`src/design/gbe_pkg.sv`:
```
package gbe_pkg;

    localparam int SAMPLE_WIDTH    = 16;
    localparam int BIAS_FRAC_BITS  = 16;
    localparam int COUNT_WIDTH     = 20;
    localparam int AXES            = 3;

    localparam int TIME_WIDTH      = 32;
    localparam int CFG_INDEX_WIDTH = 3;
    localparam int CFG_DATA_WIDTH  = 32;
    localparam int THR_WIDTH       = 15;
    localparam int ALPHA_WIDTH     = 17;
    localparam int ALPHA_FRAC      = 16;
    localparam int OUT_WIDTH       = SAMPLE_WIDTH + 1;

    // startup sum and bias
    localparam int SUM_WIDTH       = SAMPLE_WIDTH + COUNT_WIDTH;
    localparam int MAG_WIDTH       = SUM_WIDTH - 1;
    localparam int BIAS_WIDTH      = SAMPLE_WIDTH + BIAS_FRAC_BITS + 1;
    localparam int DIFF_WIDTH      = BIAS_WIDTH + 1;
    localparam int QUOT_WIDTH      = SAMPLE_WIDTH + BIAS_FRAC_BITS;
    localparam int NUM_WIDTH       = MAG_WIDTH + BIAS_FRAC_BITS + 1;
    localparam int DIV_CNT_WIDTH   = $clog2(QUOT_WIDTH);
    localparam logic [DIV_CNT_WIDTH-1:0] DIV_LAST = DIV_CNT_WIDTH'(QUOT_WIDTH - 1);
    localparam logic [COUNT_WIDTH-1:0]   COUNT_MAX = {COUNT_WIDTH{1'b1}};

    // EMA product split at ALPHA_FRAC
    localparam int DH_WIDTH        = DIFF_WIDTH - ALPHA_FRAC;
    localparam int PHI_WIDTH       = DH_WIDTH + ALPHA_WIDTH + 1;
    localparam int PLO_WIDTH       = ALPHA_WIDTH + ALPHA_FRAC;
    localparam int PROD_WIDTH      = DIFF_WIDTH + ALPHA_WIDTH + 1;
    localparam logic [ALPHA_WIDTH-1:0] ALPHA_ONE = ALPHA_WIDTH'(1 << ALPHA_FRAC);

    // stationary test
    localparam int SQ_WIDTH        = 2 * SAMPLE_WIDTH - 1;
    localparam int SQSUM_WIDTH     = 2 * SAMPLE_WIDTH;
    localparam int HI_WIDTH        = THR_WIDTH + 1;
    localparam int HI2_WIDTH       = 2 * HI_WIDTH;
    localparam int CMP_WIDTH       = (SQSUM_WIDTH > HI2_WIDTH) ? SQSUM_WIDTH : HI2_WIDTH;

    localparam logic [TIME_WIDTH-1:0]  CALIB_MS_RST  = TIME_WIDTH'(8000);
    localparam logic [THR_WIDTH-1:0]   GYRO_THR_RST  = THR_WIDTH'(80);
    localparam logic [THR_WIDTH-1:0]   ACCEL_TOL_RST = THR_WIDTH'(750);
    localparam logic [THR_WIDTH-1:0]   GRAVITY_RST   = THR_WIDTH'(9807);
    localparam logic [ALPHA_WIDTH-1:0] ALPHA_RST     = ALPHA_WIDTH'(66);

    typedef enum logic [CFG_INDEX_WIDTH-1:0] {
        REG_CALIB_MS  = 3'd0,
        REG_GYRO_THR  = 3'd1,
        REG_ACCEL_TOL = 3'd2,
        REG_GRAVITY   = 3'd3,
        REG_ALPHA     = 3'd4
    } gbe_reg_t;

    typedef struct packed {
        logic [TIME_WIDTH-1:0]  calib_ms;
        logic [THR_WIDTH-1:0]   gyro_thr;
        logic [THR_WIDTH-1:0]   accel_tol;
        logic [THR_WIDTH-1:0]   gravity;
        logic [ALPHA_WIDTH-1:0] alpha;
    } gbe_cfg_t;

    typedef struct packed {
        logic                   latch;
        logic                   prep;
        logic                   acc;
        logic                   load;
        logic                   div;
        logic                   fin;
        logic                   out;
        logic                   mul;
        logic                   commit;
        logic [COUNT_WIDTH-1:0] count;
        logic [ALPHA_WIDTH-1:0] alpha;
    } gbe_ctrl_t;

    typedef struct packed {
        logic [SQ_WIDTH-1:0] g2;
        logic [SQ_WIDTH-1:0] a2;
    } gbe_sq_t;

endpackage

```
`src/design/gbe_merge.sv`:
```
module gbe_merge (
    input  logic                clk,
    input  gbe_pkg::gbe_ctrl_t  ctrl,
    input  gbe_pkg::gbe_cfg_t   cfg,
    input  gbe_pkg::gbe_sq_t    sq [gbe_pkg::AXES],
    input  logic                calibrated,
    output logic                stationary
);

    logic [gbe_pkg::HI2_WIDTH-1:0]   thr2_reg;
    logic [gbe_pkg::HI2_WIDTH-1:0]   hi2_reg;
    logic [gbe_pkg::HI2_WIDTH-1:0]   lo2_reg;
    logic                            lo_chk_reg;

    logic [gbe_pkg::HI_WIDTH-1:0]    thr_ext;
    logic [gbe_pkg::HI_WIDTH-1:0]    hi;
    logic [gbe_pkg::HI_WIDTH-1:0]    lo;
    logic [gbe_pkg::SQSUM_WIDTH-1:0] g2_sum;
    logic [gbe_pkg::SQSUM_WIDTH-1:0] a2_sum;
    logic [gbe_pkg::CMP_WIDTH-1:0]   g2_cmp;
    logic [gbe_pkg::CMP_WIDTH-1:0]   a2_cmp;

    assign thr_ext = gbe_pkg::HI_WIDTH'(cfg.gyro_thr);
    assign hi      = gbe_pkg::HI_WIDTH'(cfg.gravity) + gbe_pkg::HI_WIDTH'(cfg.accel_tol);
    assign lo      = gbe_pkg::HI_WIDTH'(cfg.gravity) - gbe_pkg::HI_WIDTH'(cfg.accel_tol);

    // bounds are squared once per sample; config holds still while busy is a rule for the user, not enforced here
    always_ff @(posedge clk)
    begin
        if (ctrl.prep)
        begin
            thr2_reg   <= thr_ext * thr_ext;
            hi2_reg    <= hi * hi;
            lo2_reg    <= lo * lo;
            lo_chk_reg <= cfg.gravity >= cfg.accel_tol;
        end
    end

    always_comb
    begin
        g2_sum = '0;
        a2_sum = '0;
        for (int i = 0; i < gbe_pkg::AXES; i++)
        begin
            g2_sum = g2_sum + gbe_pkg::SQSUM_WIDTH'(sq[i].g2);
            a2_sum = a2_sum + gbe_pkg::SQSUM_WIDTH'(sq[i].a2);
        end
    end

    assign g2_cmp = gbe_pkg::CMP_WIDTH'(g2_sum);
    assign a2_cmp = gbe_pkg::CMP_WIDTH'(a2_sum);

    assign stationary = calibrated
                     && (g2_cmp < gbe_pkg::CMP_WIDTH'(thr2_reg))
                     && (a2_cmp < gbe_pkg::CMP_WIDTH'(hi2_reg))
                     && (!lo_chk_reg || (a2_cmp > gbe_pkg::CMP_WIDTH'(lo2_reg)));

endmodule

```
`config.mk`:
```
export PLATFORM = sky130hd
export DESIGN_NAME = gbe_merge
export DESIGN_NICKNAME = d
export VERILOG_FILES = /design/src/design/gbe_pkg.sv /design/src/design/gbe_merge.sv
export SDC_FILE = /design/constraint.sdc
export NUM_CORES = 2
export LEC_CHECK = 0
export BUFFER_PORTS_ARGS = -buffer_cell sky130_fd_sc_hd__buf_4
export CAP_MARGIN = 15
export CORE_MARGIN = 5
export CORE_UTILIZATION = 45
export DETAILED_ROUTE_END_ITERATION = 6
export PLACE_DENSITY = 0.75
export SLEW_MARGIN = 20
export SYNTH_ARGS = -nofsm -noshare
export SYNTH_HDL_FRONTEND = slang
export SYNTH_SLANG_ARGS = --single-unit
```
`constraint.sdc`:
```
create_clock -name clk -period 10.9 [get_ports clk]
set_input_delay 2.18 -clock clk [delete_from_list [all_inputs] [get_ports clk]]
set_output_delay 2.18 -clock clk [all_outputs]
set_load 0.005 [all_outputs]
```
Word level (Yosys, flattened, before mapping) --
Index checks and enable logic that the tools add are counted.
Storage, ports and cells: output and inout bits 1, word-level logic and storage cells 22, bits of input ports 328, register bits 97
Cells by class: multipliers 3, magnitude comparators 4, reduce and logical (&&, ||, !) cells 5, add/sub/neg operators 6
Operators with widths (number):
- adder 31 x 31 -> 32 bit | 2
- adder 32 x 31 -> 32 bit | 2
- < comparator 32 bit | 2
- multiplier 16 x 16 -> 32 bit | 2
- greater-than comparator 32 bit | 1
- multiplier 15 x 15 -> 30 bit | 1
- adder 15 x 15 -> 16 bit | 1
- subtractor 15 x 15 -> 16 bit | 1
- greater-or-equal comparator 15 bit | 1
- logical AND 1 bit | 3
- logical NOT 1 bit | 1
- logical OR 1 bit | 1

Depth between registers and ports, before layout --
depth in word-level cells 6, depth in mapped cells 35, gate-level depth less buffers 34

Least setup slack after synthesis --
No wires, ideal clock.
path type in2reg, start input cfg[33] (netlist name), end register lo2_reg[31] (netlist name), data pin, path buffers 1, data required time 10641 ps, stages on the path 33, setup time 259 ps, setup slack 1067 ps, data arrival time 9574 ps, path through inv_1 -> ha_1 -> nor2b_1 -> o21ai_0 -> a21oi_1 -> o21ai_0 -> nor2_1 -> o21ai_0 -> nand2b_1 -> xor2_1 -> inv_1 -> clkbuf_1 -> nor2_1 -> fa_1 -> fa_1 -> inv_1 -> fa_1 -> inv_1 -> fa_1 -> fa_1 -> inv_1 -> fa_1 -> inv_1 -> ha_1 -> a21oi_1 -> o21ai_0 -> a311o_1 -> a41oi_1 -> o21a_1 -> nor3_1 -> a2111oi_2 -> a21oi_1 -> xnor2_1
On the way: longest elaborated chain between the ends 2
RTL lines:
- start, declared | line gbe_merge.sv:4 | input gbe_pkg::gbe_cfg_t cfg,
- subtractor 15 x 15 -> 16 bit | line gbe_merge.sv:25 | assign lo = gbe_pkg::HI_WIDTH'(cfg.gravity) - gbe_pkg::HI_WIDTH'(cfg.accel_tol);
- multiplier 16 x 16 -> 32 bit | line gbe_merge.sv:34 | lo2_reg <= lo * lo;
- end signal, assigned | line gbe_merge.sv:34
- end, declared | line gbe_merge.sv:12 | logic [gbe_pkg::HI2_WIDTH-1:0] lo2_reg;
Every way passes these cells. A chain may end at the register's enable or synchronous reset.

Worst setup path in the final report --
start input cfg[17] (netlist name), end register lo2_reg[30] (netlist name), data pin
Same word-level chain as after synthesis.

==> impl_metrics.env <==
export IMPL_post_synth_top_count_cell="inv_1"
export IMPL_crit_path_frequent_cell="inv_1"
export IMPL_required_time_reported_for_the_critical_path_endpoint_ps=11010
export IMPL_grt_pass1_wl_um=126000
export IMPL_slew_violations=0
export IMPL_postSynthRegisterBits=91
export IMPL_layout_area_overhead_vs_synth_pct=10.8
export IMPL_remaining_drc_errors=0
export IMPL_dominantRegCellSynth="edfxtp_1"
export IMPL_overflow=0
export IMPL_ctsResizeCount=0
export IMPL_finalSetupTns_ps=0
export IMPL_final_antenna_net_count=0
export IMPL_detailed_route_via_count=23315
export IMPL_syn_mean_instance_area_um2=9.18
export IMPL_final_setup_viol_count=0
export IMPL_fin_area_um2=34000
export IMPL_synth_enable_flop_cells=91
export IMPL_grt_start_max_net_pins=52
export IMPL_detailed_place_area_um2=33700
export IMPL_yosys_warnings=0
export IMPL_postSynthCellCount=3339
export IMPL_iteration_count_of_the_initial_detailed_routing_pass=5
export IMPL_critical_path_slowest_cell="fa_1"
export IMPL_tritoncts_num_sinks=91
export IMPL_io_pin_count=329
export IMPL_viasPerCell=5.23
export IMPL_fin_crit_sh_pct=92.2
export IMPL_design_final_nets=4897
export IMPL_synthMuxAreaShare_pct=0.172
export IMPL_hold_viol=0
export IMPL_min_period_ps=10050
export IMPL_critPathMaxFanout=8
export IMPL_cts_max_level=3
export IMPL_critPathLaunchType="input pin"
export IMPL_critPathMaxStageDelay_ps=550
export IMPL_ys_types=82
export IMPL_grtUsageTotal_pct=20.8
export IMPL_die_y_um=271
export IMPL_dp_final_hpwl_um=65200
export IMPL_avgRoutedWirePerCell_um=16.8
export IMPL_synth_largest_area_cell="fa_1"
export IMPL_place_port_buffers=234
export IMPL_synth_simple_gate_area_share_pct=11.2
export IMPL_max_slew_worst_pin_slew_ps=1010
export IMPL_largest_register_ff_count=31
export IMPL_post_synthesis_share_of_cell_area_spent_on_full_adders_half_adders_and_majority_gates_pct=53.3
export IMPL_timing_critical_path_to_type="flip-flop"
export IMPL_synth_xor_area_share_pct=4.97
export IMPL_final_weighted_congestion_in_routability_driven_placement=0.914
export IMPL_synth_top_cells_by_area="fa_1 (35%), ha_1 (19%), inv_1 (9.5%)"
export IMPL_final_fill_count=6171
export IMPL_finalWirelength_um=74700
export IMPL_timing_hold_worst_class="input pin to flip-flop"
export IMPL_outcome="finished clean"
export IMPL_syn_nets=4656
export IMPL_cts_clk_slew_worst_paths_ps=70
export IMPL_synth_top_cells_by_count="inv_1 (777), fa_1 (529), ha_1 (460)"
export IMPL_root_buffer="clkbuf_16"
export IMPL_clockBufferDepth=2
export IMPL_layout_drive_gt1_share_pct=9.60
export IMPL_cts_tree="yes"
export IMPL_worst_setup_path_type="input pin to flip-flop"
export IMPL_hold_fix_buffers_cts=0
export IMPL_grt_pass1_vias=25427
export IMPL_fmax_mhz=99.5
export IMPL_yosys_area_top_type_share_pct=34.6
export IMPL_synth_async_sr_flop_share_pct=0
export IMPL_post_cts_setup_buffers=0
export IMPL_die_width_um=271
export IMPL_synth_seq_area_share_pct=8.92
export IMPL_start_util_pct=45.5
export IMPL_max_cap_viols=0
export IMPL_worstPathArrival_ps=10160
export IMPL_compound_gate_fraction_of_synth_area_pct=11.0
export IMPL_mappedNetlistArea_um2=30600
export IMPL_drt_initial_drc_count=1204
export IMPL_antenna_diodes=0
export IMPL_fp_row_count=95
export IMPL_hold_path_cell_count=1
export IMPL_setup_repair_after_global_routing_missed_its_margin="false"
export IMPL_floorplan_core_area_um2=67400
export IMPL_timing_max_slew_rel_slack_pct=32.1
export IMPL_synth_top_family_by_area="adder cells"
export IMPL_design_die_area_um2=73400
export IMPL_antenna_violations_before_repair=0
export IMPL_cts_inserted_buffers=9
-- kinds of logic after synthesis --
| logic type | count (synthesis) |
|---|---|
| xor+xnor | 172 |
| flops | 91 |
| fa+ha+maj | 989 |
| buf+inv | 847 |
| compound gates | 493 |
| mux | 5 |
| simple gates | 742 |
-- routing by layer --
| layer | GRT usage [%] | vias to the layer above | part of all wire, % | wire length, um |
|---|---|---|---|---|
| met5 | 0 | - | 0 | 0 |
| met4 | 6.09 | 0 | 3.1 | 2340 |
| met3 | 3.06 | 123 | 6.0 | 4450 |
| met2 | 35.3 | 645 | 47 | 35400 |
| met1 | 27.7 | 11409 | 44 | 32500 |
| li1 | - | 11138 | - | - |
-- layout make-up --
cell class                 instances  area [um2]  share of cell area (%)
multi-input combinational       2401       24700                    72.8
inverter                         792        2970                    8.75
sequential                        91        2730                    8.05
timing repair buffer             285        2140                    6.30
clock buffer                       9         225                   0.663
clock inverter                     6        75.1                   0.221
tap                              873        1090                    3.22
-- cells in the final DEF, fill, tap and decap left out, types with 26 or more instances in the layout --
cell type | synthesis | routed
nor3_1 | 33 | 33
nand2_1 | 215 | 215
a21o_1 | 75 | 75
buf_4 | 0 | 285
nor2b_1 | 32 | 32
fa_1 | 529 | 529
nand4_1 | 29 | 29
xor2_1 | 41 | 41
o21a_1 | 26 | 26
o21ai_0 | 82 | 82
and3_1 | 26 | 26
a21oi_1 | 142 | 142
edfxtp_1 | 91 | 91
and2_1 | 72 | 72
inv_1 | 777 | 777
xnor2_1 | 129 | 129
ha_1 | 460 | 460
nor2_1 | 252 | 252
-- worst paths after layout --
check,from,end
min,cfg[47],thr2_reg[0]
max,cfg[17],lo2_reg[30]
-- critical path, delay by kind of cell --
kind	cells	cell delay, ps
buffers and inverters	10	970
AOI/OAI and AO/OA	6	1830
and+or+nand+nor	6	940
xor gates and xnor gates	2	290
adders and majority gates	9	3940
-- stage by stage --
| step | setup WS, ps | util (%) | hold WS (ps) | std cells |
|---|---|---|---|---|
| final | 853 | 50.4 | 2200 | 4457 |
| after CTS | 830 | 50.4 | 2170 | 4457 |
| after detailed placement | 473 | 49.9 | 2560 | 4442 |
| after global placement | 628 | 49.9 | 2560 | 4442 |
| after floorplan | 1070 | - | 2280 | 3339 |
| after global routing | 214 | 50.4 | 2170 | 4457 |
Power is left out: the tool's default activity adds up to more than one toggle a clock period on the data nets, which glitch-free logic cannot reach.
