[src/design/gbe_pkg.sv]
package gbe_pkg;

    localparam int SAMPLE_WIDTH    = 16;
    localparam int BIAS_FRAC_BITS  = 16;
    localparam int COUNT_WIDTH     = 20;
    localparam int AXES            = 3;

    localparam int TIME_WIDTH      = 32;
    localparam int CFG_INDEX_WIDTH = 3;
    localparam int CFG_DATA_WIDTH  = 32;
    localparam int THR_WIDTH       = 15;
    localparam int ALPHA_WIDTH     = 17;
    localparam int ALPHA_FRAC      = 16;
    localparam int OUT_WIDTH       = SAMPLE_WIDTH + 1;

    // startup sum and bias
    localparam int SUM_WIDTH       = SAMPLE_WIDTH + COUNT_WIDTH;
    localparam int MAG_WIDTH       = SUM_WIDTH - 1;
    localparam int BIAS_WIDTH      = SAMPLE_WIDTH + BIAS_FRAC_BITS + 1;
    localparam int DIFF_WIDTH      = BIAS_WIDTH + 1;
    localparam int QUOT_WIDTH      = SAMPLE_WIDTH + BIAS_FRAC_BITS;
    localparam int NUM_WIDTH       = MAG_WIDTH + BIAS_FRAC_BITS + 1;
    localparam int DIV_CNT_WIDTH   = $clog2(QUOT_WIDTH);
    localparam logic [DIV_CNT_WIDTH-1:0] DIV_LAST = DIV_CNT_WIDTH'(QUOT_WIDTH - 1);
    localparam logic [COUNT_WIDTH-1:0]   COUNT_MAX = {COUNT_WIDTH{1'b1}};

    // EMA product split at ALPHA_FRAC
    localparam int DH_WIDTH        = DIFF_WIDTH - ALPHA_FRAC;
    localparam int PHI_WIDTH       = DH_WIDTH + ALPHA_WIDTH + 1;
    localparam int PLO_WIDTH       = ALPHA_WIDTH + ALPHA_FRAC;
    localparam int PROD_WIDTH      = DIFF_WIDTH + ALPHA_WIDTH + 1;
    localparam logic [ALPHA_WIDTH-1:0] ALPHA_ONE = ALPHA_WIDTH'(1 << ALPHA_FRAC);

    // stationary test
    localparam int SQ_WIDTH        = 2 * SAMPLE_WIDTH - 1;
    localparam int SQSUM_WIDTH     = 2 * SAMPLE_WIDTH;
    localparam int HI_WIDTH        = THR_WIDTH + 1;
    localparam int HI2_WIDTH       = 2 * HI_WIDTH;
    localparam int CMP_WIDTH       = (SQSUM_WIDTH > HI2_WIDTH) ? SQSUM_WIDTH : HI2_WIDTH;

    localparam logic [TIME_WIDTH-1:0]  CALIB_MS_RST  = TIME_WIDTH'(8000);
    localparam logic [THR_WIDTH-1:0]   GYRO_THR_RST  = THR_WIDTH'(80);
    localparam logic [THR_WIDTH-1:0]   ACCEL_TOL_RST = THR_WIDTH'(750);
    localparam logic [THR_WIDTH-1:0]   GRAVITY_RST   = THR_WIDTH'(9807);
    localparam logic [ALPHA_WIDTH-1:0] ALPHA_RST     = ALPHA_WIDTH'(66);

    typedef enum logic [CFG_INDEX_WIDTH-1:0] {
        REG_CALIB_MS  = 3'd0,
        REG_GYRO_THR  = 3'd1,
        REG_ACCEL_TOL = 3'd2,
        REG_GRAVITY   = 3'd3,
        REG_ALPHA     = 3'd4
    } gbe_reg_t;

    typedef struct packed {
        logic [TIME_WIDTH-1:0]  calib_ms;
        logic [THR_WIDTH-1:0]   gyro_thr;
        logic [THR_WIDTH-1:0]   accel_tol;
        logic [THR_WIDTH-1:0]   gravity;
        logic [ALPHA_WIDTH-1:0] alpha;
    } gbe_cfg_t;

    typedef struct packed {
        logic                   latch;
        logic                   prep;
        logic                   acc;
        logic                   load;
        logic                   div;
        logic                   fin;
        logic                   out;
        logic                   mul;
        logic                   commit;
        logic [COUNT_WIDTH-1:0] count;
        logic [ALPHA_WIDTH-1:0] alpha;
    } gbe_ctrl_t;

    typedef struct packed {
        logic [SQ_WIDTH-1:0] g2;
        logic [SQ_WIDTH-1:0] a2;
    } gbe_sq_t;

endpackage

[src/design/gbe_lane.sv]
module gbe_lane (
    input  logic                                       clk,
    input  logic                                       rst_n,
    input  gbe_pkg::gbe_ctrl_t                         ctrl,
    input  logic signed [gbe_pkg::SAMPLE_WIDTH-1:0]    gyro,
    input  logic signed [gbe_pkg::SAMPLE_WIDTH-1:0]    accel,
    output logic signed [gbe_pkg::OUT_WIDTH-1:0]       corr,
    output gbe_pkg::gbe_sq_t                           sq
);

    logic signed [gbe_pkg::SAMPLE_WIDTH-1:0] g_reg;
    logic signed [gbe_pkg::SAMPLE_WIDTH-1:0] a_reg;
    logic signed [gbe_pkg::SUM_WIDTH-1:0]    sum_reg;
    logic signed [gbe_pkg::BIAS_WIDTH-1:0]   bias_reg;
    logic signed [gbe_pkg::BIAS_WIDTH-1:0]   bias_next;
    logic [gbe_pkg::SQ_WIDTH-1:0]            g2_reg;
    logic [gbe_pkg::SQ_WIDTH-1:0]            a2_reg;

    logic [gbe_pkg::COUNT_WIDTH-1:0]         rem_reg;
    logic [gbe_pkg::COUNT_WIDTH-1:0]         rem_next;
    logic [gbe_pkg::QUOT_WIDTH-1:0]          quo_reg;
    logic                                    neg_reg;

    logic signed [gbe_pkg::DIFF_WIDTH-1:0]   diff_reg;
    logic signed [gbe_pkg::DIFF_WIDTH-1:0]   diff_next;
    logic signed [gbe_pkg::PHI_WIDTH-1:0]    phi_reg;
    logic [gbe_pkg::PLO_WIDTH-1:0]           plo_reg;

    logic signed [2*gbe_pkg::SAMPLE_WIDTH-1:0] g_sq;
    logic signed [2*gbe_pkg::SAMPLE_WIDTH-1:0] a_sq;
    logic [gbe_pkg::MAG_WIDTH-1:0]           sum_mag;
    logic [gbe_pkg::NUM_WIDTH-1:0]           num;
    logic [gbe_pkg::COUNT_WIDTH:0]           trial;
    logic                                    trial_ge;
    logic signed [gbe_pkg::DIFF_WIDTH-1:0]   rounded;
    logic signed [gbe_pkg::PROD_WIDTH-1:0]   ema_prod;

    assign g_sq = g_reg * g_reg;
    assign a_sq = a_reg * a_reg;
    assign sq.g2 = g2_reg;
    assign sq.a2 = a2_reg;

    assign diff_next = $signed({g_reg, {gbe_pkg::BIAS_FRAC_BITS{1'b0}}})
                     - gbe_pkg::DIFF_WIDTH'(bias_reg);
    assign rounded   = diff_next
                     + $signed(gbe_pkg::DIFF_WIDTH'(1 << (gbe_pkg::BIAS_FRAC_BITS - 1)));
    assign corr      = rounded[gbe_pkg::BIAS_FRAC_BITS +: gbe_pkg::OUT_WIDTH];

    // magnitude of the sum in Q.FRAC, biased by count/2 for round half away from zero
    assign sum_mag = sum_reg[gbe_pkg::SUM_WIDTH-1]
                   ? gbe_pkg::MAG_WIDTH'(-sum_reg)
                   : gbe_pkg::MAG_WIDTH'(sum_reg);
    assign num = gbe_pkg::NUM_WIDTH'({sum_mag, {gbe_pkg::BIAS_FRAC_BITS{1'b0}}})
               + gbe_pkg::NUM_WIDTH'(ctrl.count >> 1);

    assign trial    = {rem_reg, quo_reg[gbe_pkg::QUOT_WIDTH-1]};
    assign trial_ge = trial >= {1'b0, ctrl.count};
    assign rem_next = trial_ge
                    ? gbe_pkg::COUNT_WIDTH'(trial - {1'b0, ctrl.count})
                    : trial[gbe_pkg::COUNT_WIDTH-1:0];

    assign ema_prod = $signed({phi_reg, {gbe_pkg::ALPHA_FRAC{1'b0}}})
                    + $signed(gbe_pkg::PROD_WIDTH'(plo_reg))
                    + $signed(gbe_pkg::PROD_WIDTH'(1 << (gbe_pkg::ALPHA_FRAC - 1)));

    always_comb
    begin
        bias_next = bias_reg;
        if (ctrl.fin)
        begin
            bias_next = neg_reg ? -$signed({1'b0, quo_reg}) : $signed({1'b0, quo_reg});
        end
        else if (ctrl.commit)
        begin
            bias_next = bias_reg + ema_prod[gbe_pkg::ALPHA_FRAC +: gbe_pkg::BIAS_WIDTH];
        end
    end

    always_ff @(posedge clk or negedge rst_n)
    begin
        if (!rst_n)
        begin
            sum_reg  <= '0;
            bias_reg <= '0;
        end
        else
        begin
            if (ctrl.acc)
            begin
                sum_reg <= sum_reg + gbe_pkg::SUM_WIDTH'(g_reg);
            end
            bias_reg <= bias_next;
        end
    end

    always_ff @(posedge clk)
    begin
        if (ctrl.latch)
        begin
            g_reg <= gyro;
            a_reg <= accel;
        end
        if (ctrl.prep)
        begin
            g2_reg <= g_sq[gbe_pkg::SQ_WIDTH-1:0];
            a2_reg <= a_sq[gbe_pkg::SQ_WIDTH-1:0];
        end
        if (ctrl.load)
        begin
            rem_reg <= num[gbe_pkg::NUM_WIDTH-1:gbe_pkg::QUOT_WIDTH];
            quo_reg <= num[gbe_pkg::QUOT_WIDTH-1:0];
            neg_reg <= sum_reg[gbe_pkg::SUM_WIDTH-1];
        end
        else if (ctrl.div)
        begin
            // one quotient bit per cycle, shifted in behind the dividend
            rem_reg <= rem_next;
            quo_reg <= {quo_reg[gbe_pkg::QUOT_WIDTH-2:0], trial_ge};
        end
        if (ctrl.out)
        begin
            diff_reg <= diff_next;
        end
        if (ctrl.mul)
        begin
            phi_reg <= $signed({1'b0, ctrl.alpha})
                     * $signed(diff_reg[gbe_pkg::DIFF_WIDTH-1:gbe_pkg::ALPHA_FRAC]);
            plo_reg <= ctrl.alpha * diff_reg[gbe_pkg::ALPHA_FRAC-1:0];
        end
    end

endmodule

[config.mk]
export PLATFORM = sky130hd
export DESIGN_NAME = gbe_lane
export DESIGN_NICKNAME = d
export VERILOG_FILES = /design/src/design/gbe_pkg.sv /design/src/design/gbe_lane.sv
export SDC_FILE = /design/constraint.sdc
export NUM_CORES = 2
export LEC_CHECK = 0
export ABC_AREA = 0
export BUFFER_PORTS_ARGS = -buffer_cell sky130_fd_sc_hd__buf_4
export CORE_ASPECT_RATIO = 1.4
export CORE_UTILIZATION = 62
export DETAILED_ROUTE_END_ITERATION = 8
export PLACE_DENSITY = 0.85
export SLEW_MARGIN = 30
export SYNTH_ARGS = -nofsm -noshare
export SYNTH_HDL_FRONTEND = slang
export SYNTH_SLANG_ARGS = --single-unit
[constraint.sdc]
create_clock -name clk -period 8.6 [get_ports clk]
set_input_delay 1.29 -clock clk [delete_from_list [all_inputs] [get_ports clk]]
set_output_delay 1.29 -clock clk [all_outputs]
set_load 0.01 [all_outputs]
**Word-level counts from Yosys, hierarchy flattened**

Cells that the tools add are included.

- Flip-flop bits (word level): 316
- Latch bits: 0
- Memory bits (writable): 0
- Bits in read-only memories: 0
- Memories: 0

- Add/sub/neg operators: 10
- Multiply operators: 4
- Divide/modulo/power cells: 0
- Order comparisons: 1
- Equality and inequality tests: 0
- Shifts and indexed selects: 0
- Multiplexer cells: 9
- Bitwise gates (word level): 0
- Reductions and logical operators: 2

Operators with widths:

| kind | number |
|---|---|
| two-way mux 33 bit | 3 |
| two-way mux 32 bit | 2 |
| multiplier 16 x 16 -> 31 bit | 2 |
| two-way mux 20 bit | 3 |
| adder 51 x 19 -> 52 bit | 1 |
| adder 49 x 17 -> 49 bit, second input constant | 1 |
| adder 49 x 34 -> 49 bit | 1 |
| adder 36 x 16 -> 36 bit | 1 |
| two-way mux 35 bit | 1 |
| negation 35 bit | 1 |
| subtractor 32 x 33 -> 34 bit | 1 |
| adder 33 x 17 -> 33 bit, second input constant | 1 |
| adder 33 bit | 1 |
| multiplier 17 x 16 -> 33 bit | 1 |
| multiplier 18 x 18 -> 33 bit | 1 |
| negation 32 -> 33 bit | 1 |
| >= comparator 21 x 20 -> 1 bit | 1 |
| subtractor 20 bit | 1 |
| nonzero test 2 bit | 2 |

**Logic depth before layout (Yosys ltp)**

- Word-level depth: 5
- Depth in mapped cells: 25

**Worst setup path after synthesis**

No wires, ideal clock.

- Path type: input-to-reg
- Start: input ctrl[10] (netlist name)
- End: register plo_reg[29] (netlist name), data pin
- Arrival: 6.882 ns
- Slack: 1.460 ns
- Cell stages on the path: 21
- Path buffers: 1
- Cells stage by stage: clkbuf_1 > nand2_1 > fa_1 > fa_1 > fa_1 > fa_1 > inv_1 > fa_1 > inv_1 > fa_1 > inv_1 > ha_1 > o21ai_0 > o21a_1 > o221ai_1 > o211ai_1 > o211ai_1 > a31oi_1 > o311ai_0 > a21oi_1 > xnor2_1

- Cells in the longest elaborated chain, start to end: 1

Ends and longest elaborated chain:

| what | RTL line | RTL |
|---|---|---|
| from (decl) | gbe_lane.sv:4 | `input gbe_pkg::gbe_ctrl_t ctrl,` |
| multiplier 17 x 16 -> 33 bit | gbe_lane.sv:128 | `plo_reg <= ctrl.alpha * diff_reg[gbe_pkg::ALPHA_FRAC-1:0];` |
| to (signal assigned) | gbe_lane.sv:128 |  |
| to (decl) | gbe_lane.sv:27 | `logic [gbe_pkg::PLO_WIDTH-1:0] plo_reg;` |

No other way between the ends.
A chain may end at the register's enable or synchronous reset.

**Worst setup path in the final report**

- Start: register a_reg[3] (netlist name)
- End: register a2_reg[30] (netlist name), data pin

- Cells in the longest elaborated chain, start to end: 1

Ends and longest elaborated chain:

| what | RTL line | RTL |
|---|---|---|
| from (decl) | gbe_lane.sv:12 | `logic signed [gbe_pkg::SAMPLE_WIDTH-1:0] a_reg;` |
| from (signal assigned) | gbe_lane.sv:101 | `a_reg <= accel;` |
| multiplier 16 x 16 -> 31 bit | gbe_lane.sv:39 | `assign a_sq = a_reg * a_reg;` |
| net a_sq (one bit) | gbe_lane.sv:30 | `logic signed [2*gbe_pkg::SAMPLE_WIDTH-1:0] a_sq;` |
| to (signal assigned) | gbe_lane.sv:106 | `a2_reg <= a_sq[gbe_pkg::SQ_WIDTH-1:0];` |
| to (decl) | gbe_lane.sv:17 | `logic [gbe_pkg::SQ_WIDTH-1:0] a2_reg;` |

The timed path passes the listed nets, and every way through them passes these cells.

==> results.md <==
- The category of the most critical setup path is reg -> reg.
- The clock root buffer is clkbuf_16.
- In the finished design, the share of the clock period the worst path needs comes to approximately nine tenths.
- For this run, the detailed router's first-pass iteration total came to 6.
- Hold timing on the final database bottoms out at a slack of 0.563 ns.
- Global routing finished with a remaining overflow of 0.
- The final critical path time including I/O delays and setup is ~7.7 ns.
- The routed wirelength normalized by instance count is between 15 and 20 um.
- The relative slew slack is around 34%.
- fa_1 takes more of the synthesized area than any other cell.
- The xor and xnor area share after synthesis is roughly 5.4%.
- The number of clock sinks seen by CTS is between 200 and 300.
- In the synthesized netlist the dominant register cell turns out to be edfxtp_1.
- The maximum number of buffers from clock root to sink is 3.
- After clock tree synthesis, the clock-pin slew on the worst setup and hold paths is roughly 0.06 ns.
- The growth of design area from synthesis to finish is 5.92%.
- The detailed-placement wirelength estimate is 109000 um.
- The type of the most critical hold path is reg -> reg.
- Measured against the total synthesized area, the mux share comes to between 1.5 and 2%.
- The maximum operating frequency is roughly 0.13 GHz.
- The startpoint of the most critical hold path is bias_reg[0]$_DFFE_PN0P_.
- The number of synthesized flops with an enable pin is 230.
- The max-slew violation total from the final report was 0.
- The count of different cell masters after synthesis is 91.
- The commonest cells after synthesis are 1297 x inv_1, 910 x fa_1, 565 x nand2_1.
- The proportion of synthesized chip area in sequential cells is between 15 and 20%.
- The detailed-routed wire length on met2 is 71200 um.
- The post-cts sizing count is 0.
- The startpoint of the worst-slack reg-to-reg timing path is a_reg[3]$_DFFE_PP_.
- The weighted congestion reported at the end of routability-driven placement is ~0.95.
- The pre-CTS setup slack is a little over 0.6 ns.
- The depth of the most critical reg-to-reg path is 21.
- 0 antenna diodes ended up in the layout.
- Setup slack on the worst reg-to-reg path comes out at around 0.9 ns.
- The post-synthesis share of cell area spent on and, or, nand and nor gates is between 10 and 15%.
- Yosys attributes the largest share of cell area to fa_1 32%, edfxtp_1 12%, ha_1 11%.
- The die is 358 um tall.
- CTS built an H-tree with a depth of 2.
- For this block, the via count after detailed routing is 42565.
- During placement, the flow inserted port buffers numbering 156.
- Summing the areas of all compound-gate instances in the mapped netlist gives 9.01% of the synthesized area.
- After detailed routing, the number of vias per cell comes to ~5.9.
- Once the clock tree was built, the setup fixing pass inserted 0 buffers.
- The number of clock buffers added by TritonCTS is 35.
- The die is around 260 um wide.
- STA classifies the critical path startpoint as a flip-flop.
- The detailed router used layers up to and including met5.
- The wire length on met1 is roughly 48000 um.
- The largest fanout on the critical path is 14.
- The number of endpoints with negative hold slack in the final report is 0.
- The worst hold path terminates at diff_reg[0]$_DFFE_PP_.
- The number of antenna violations at the first check in global routing is 2.
- The run finished with clean final reports.
- In the routed design, unresolved DRC markers number 0.
- Global routing used a little under a third of the available tracks.
- The DRC marker count from the first detailed-route iteration is between 2000 and 3000.
- Across the routed clock network, the largest skew measured is ~0.026 ns.
- In the synthesized netlist, the number of instances is a little over 6000.
- Each instance of the synthesized netlist takes up on average approximately 9.3 um^2.
- The number of core rows is 130.
- The global-route wire length before repair is around 230000 um.
- The number of global-route vias before repair is about 45000.
- The initial utilization of the core area, before any placement, comes to roughly 63%.
- The fraction of final layout cells sized beyond drive strength 1 is roughly 5.5%.
- The fraction of the core area covered by cells at the end of the flow is approximately two thirds.
- The cell area after synthesis is around 0.056 mm^2.
- The synthesized netlist devotes about 44% of its cell area to adder and majority cells.
- Setup repair after global routing left no endpoint under its margin.
- Clock latency on the worst-skew pair, taken at its later pin, is ~0.6 ns.
- After detailed routing, the total wire length is 137000 um.
- The die covers between 0.09 and 0.1 mm^2.
- The core area is 0.0896 mm^2.
- The most instantiated library cell after synthesis is inv_1.
- The register with the most flip-flops in the layout has 36 of them.
- The number of hold buffers added after CTS is 0.
- The worst setup path is captured at a flip-flop.
- Setup violations remaining at the end of the flow were counted as 0.
- The endpoint identified for the worst register-to-register timing path is a2_reg[30]$_DFFE_PP_.
- For this run, the post-layout net count is ~7600.
- The combinational family with the most area after synthesis is adder cells.
- The number of placed I/O pins is 159.
- Counting flops and latches in the post-synthesis netlist gives 299.
- The worst hold path passes through 0 cells.
- Entering global routing, the biggest net connects 74 pins.
- The TritonCTS clock tree is built.
- The post-route antenna net violation count is 0.
- The async set-reset flop share out of synthesis is a little under a quarter.
- The measured slew at the worst slew-check pin is approximately 1 ns.
- For the final routed database, the setup TNS stands at 0 ns.
- The routed length on met3 is roughly 9000 um.
- The arrival time at the worst endpoint is between 7 and 8 ns.
- The share of Yosys cell area claimed by the top area cell type is 32.5%.
- Setup slack closes at 0.925 ns.
- The yosys synthesis warning count is 0.
- The reported max-cap violation count is 0.
- STA puts the critical path data required time at 8.91 ns.
==> worst max-delay path by stage <==
stage	startpoint	end	slack, ns	depth (start not counted)
global placement	ctrl[10]	plo_reg[29]$_DFFE_PP_	0.82	21
detailed placement	ctrl[10]	plo_reg[29]$_DFFE_PP_	0.61	21
finish	a_reg[3]$_DFFE_PP_	a2_reg[30]$_DFFE_PP_	0.92	21
CTS	a_reg[15]$_DFFE_PP_	a2_reg[30]$_DFFE_PP_	1.02	21
floorplan	ctrl[10]	plo_reg[29]$_DFFE_PP_	1.46	21
global route	a_reg[15]$_DFFE_PP_	a2_reg[30]$_DFFE_PP_	0.58	21
==> metrics by stage <==
step | std cells | instance area [um^2]
after detailed placement | 7199 | 58200
after global routing | 7261 | 59400
final | 7261 | 59400
after CTS | 7260 | 59400
after floorplan | 6032 | 56100
after global placement | 7199 | 58200
==> area by class of cell <==
class | count | area [um^2]
tap | 1188 | 1490
clock buffer | 40 | 937
timing repair buffer | 186 | 1410
inverter | 1300 | 4880
clock inverter | 21 | 278
fill | 6875 | 30200
multi-input combinational | 4227 | 41800
sequential | 299 | 8630
==> worst max-delay path: stages, from the launching register on <==
cell and delay (ns):
edfxtp_1 0.66, inv_1 0.41, nor2_1 0.18, fa_1 0.59, inv_1 0.07, fa_1 0.48, inv_1 0.05, fa_1 0.50
fa_1 0.53, fa_1 0.55, inv_1 0.06, fa_1 0.52, inv_1 0.04, ha_1 0.34, a21o_1 0.20, a2111o_1 0.41
a211oi_1 0.65, nor3_1 0.17, a2111oi_0 0.57, o21bai_1 0.16, a21oi_1 0.19, xnor2_1 0.08
==> metal layers <==
| layer | global-route usage [%] | up-vias |
|---|---|---|
| li1 | - | 19146 |
| met1 | 34.9 | 21263 |
| met2 | 55.9 | 1694 |
| met3 | 3.88 | 460 |
| met4 | 17.6 | 2 |
| met5 | 0 | - |
==> cell usage in the layout (no fill, tap or decap), types with 44 or more instances in the layout <==
cell         n
a21o_1      83
a21oi_1    191
and2_1     390
and3_1      45
buf_4      184
dfrtp_1     69
edfxtp_1   230
fa_1       910
ha_1       513
inv_1     1297
mux2_2      44
mux2i_1     47
nand2_1    565
nand3_1     74
nor2_1     228
nor3_1      70
o21a_1      48
o21ai_0    128
xnor2_1    257
xor2_1      86
==> kinds of logic (layout without fill, tap and decap cells) <==
family,Yosys count,after routing
xor gates and xnor gates,343,343
and+or+nand+nor,1612,1612
AOI/OAI and AO/OA,756,756
buffers and inverters,1506,1547
other,1,2
adders and majority gates,1423,1423
muxes,91,91
DFF,299,299
Power is not shown: default switching activity piles up to over one toggle a cycle in this logic, so the estimate is an artifact.
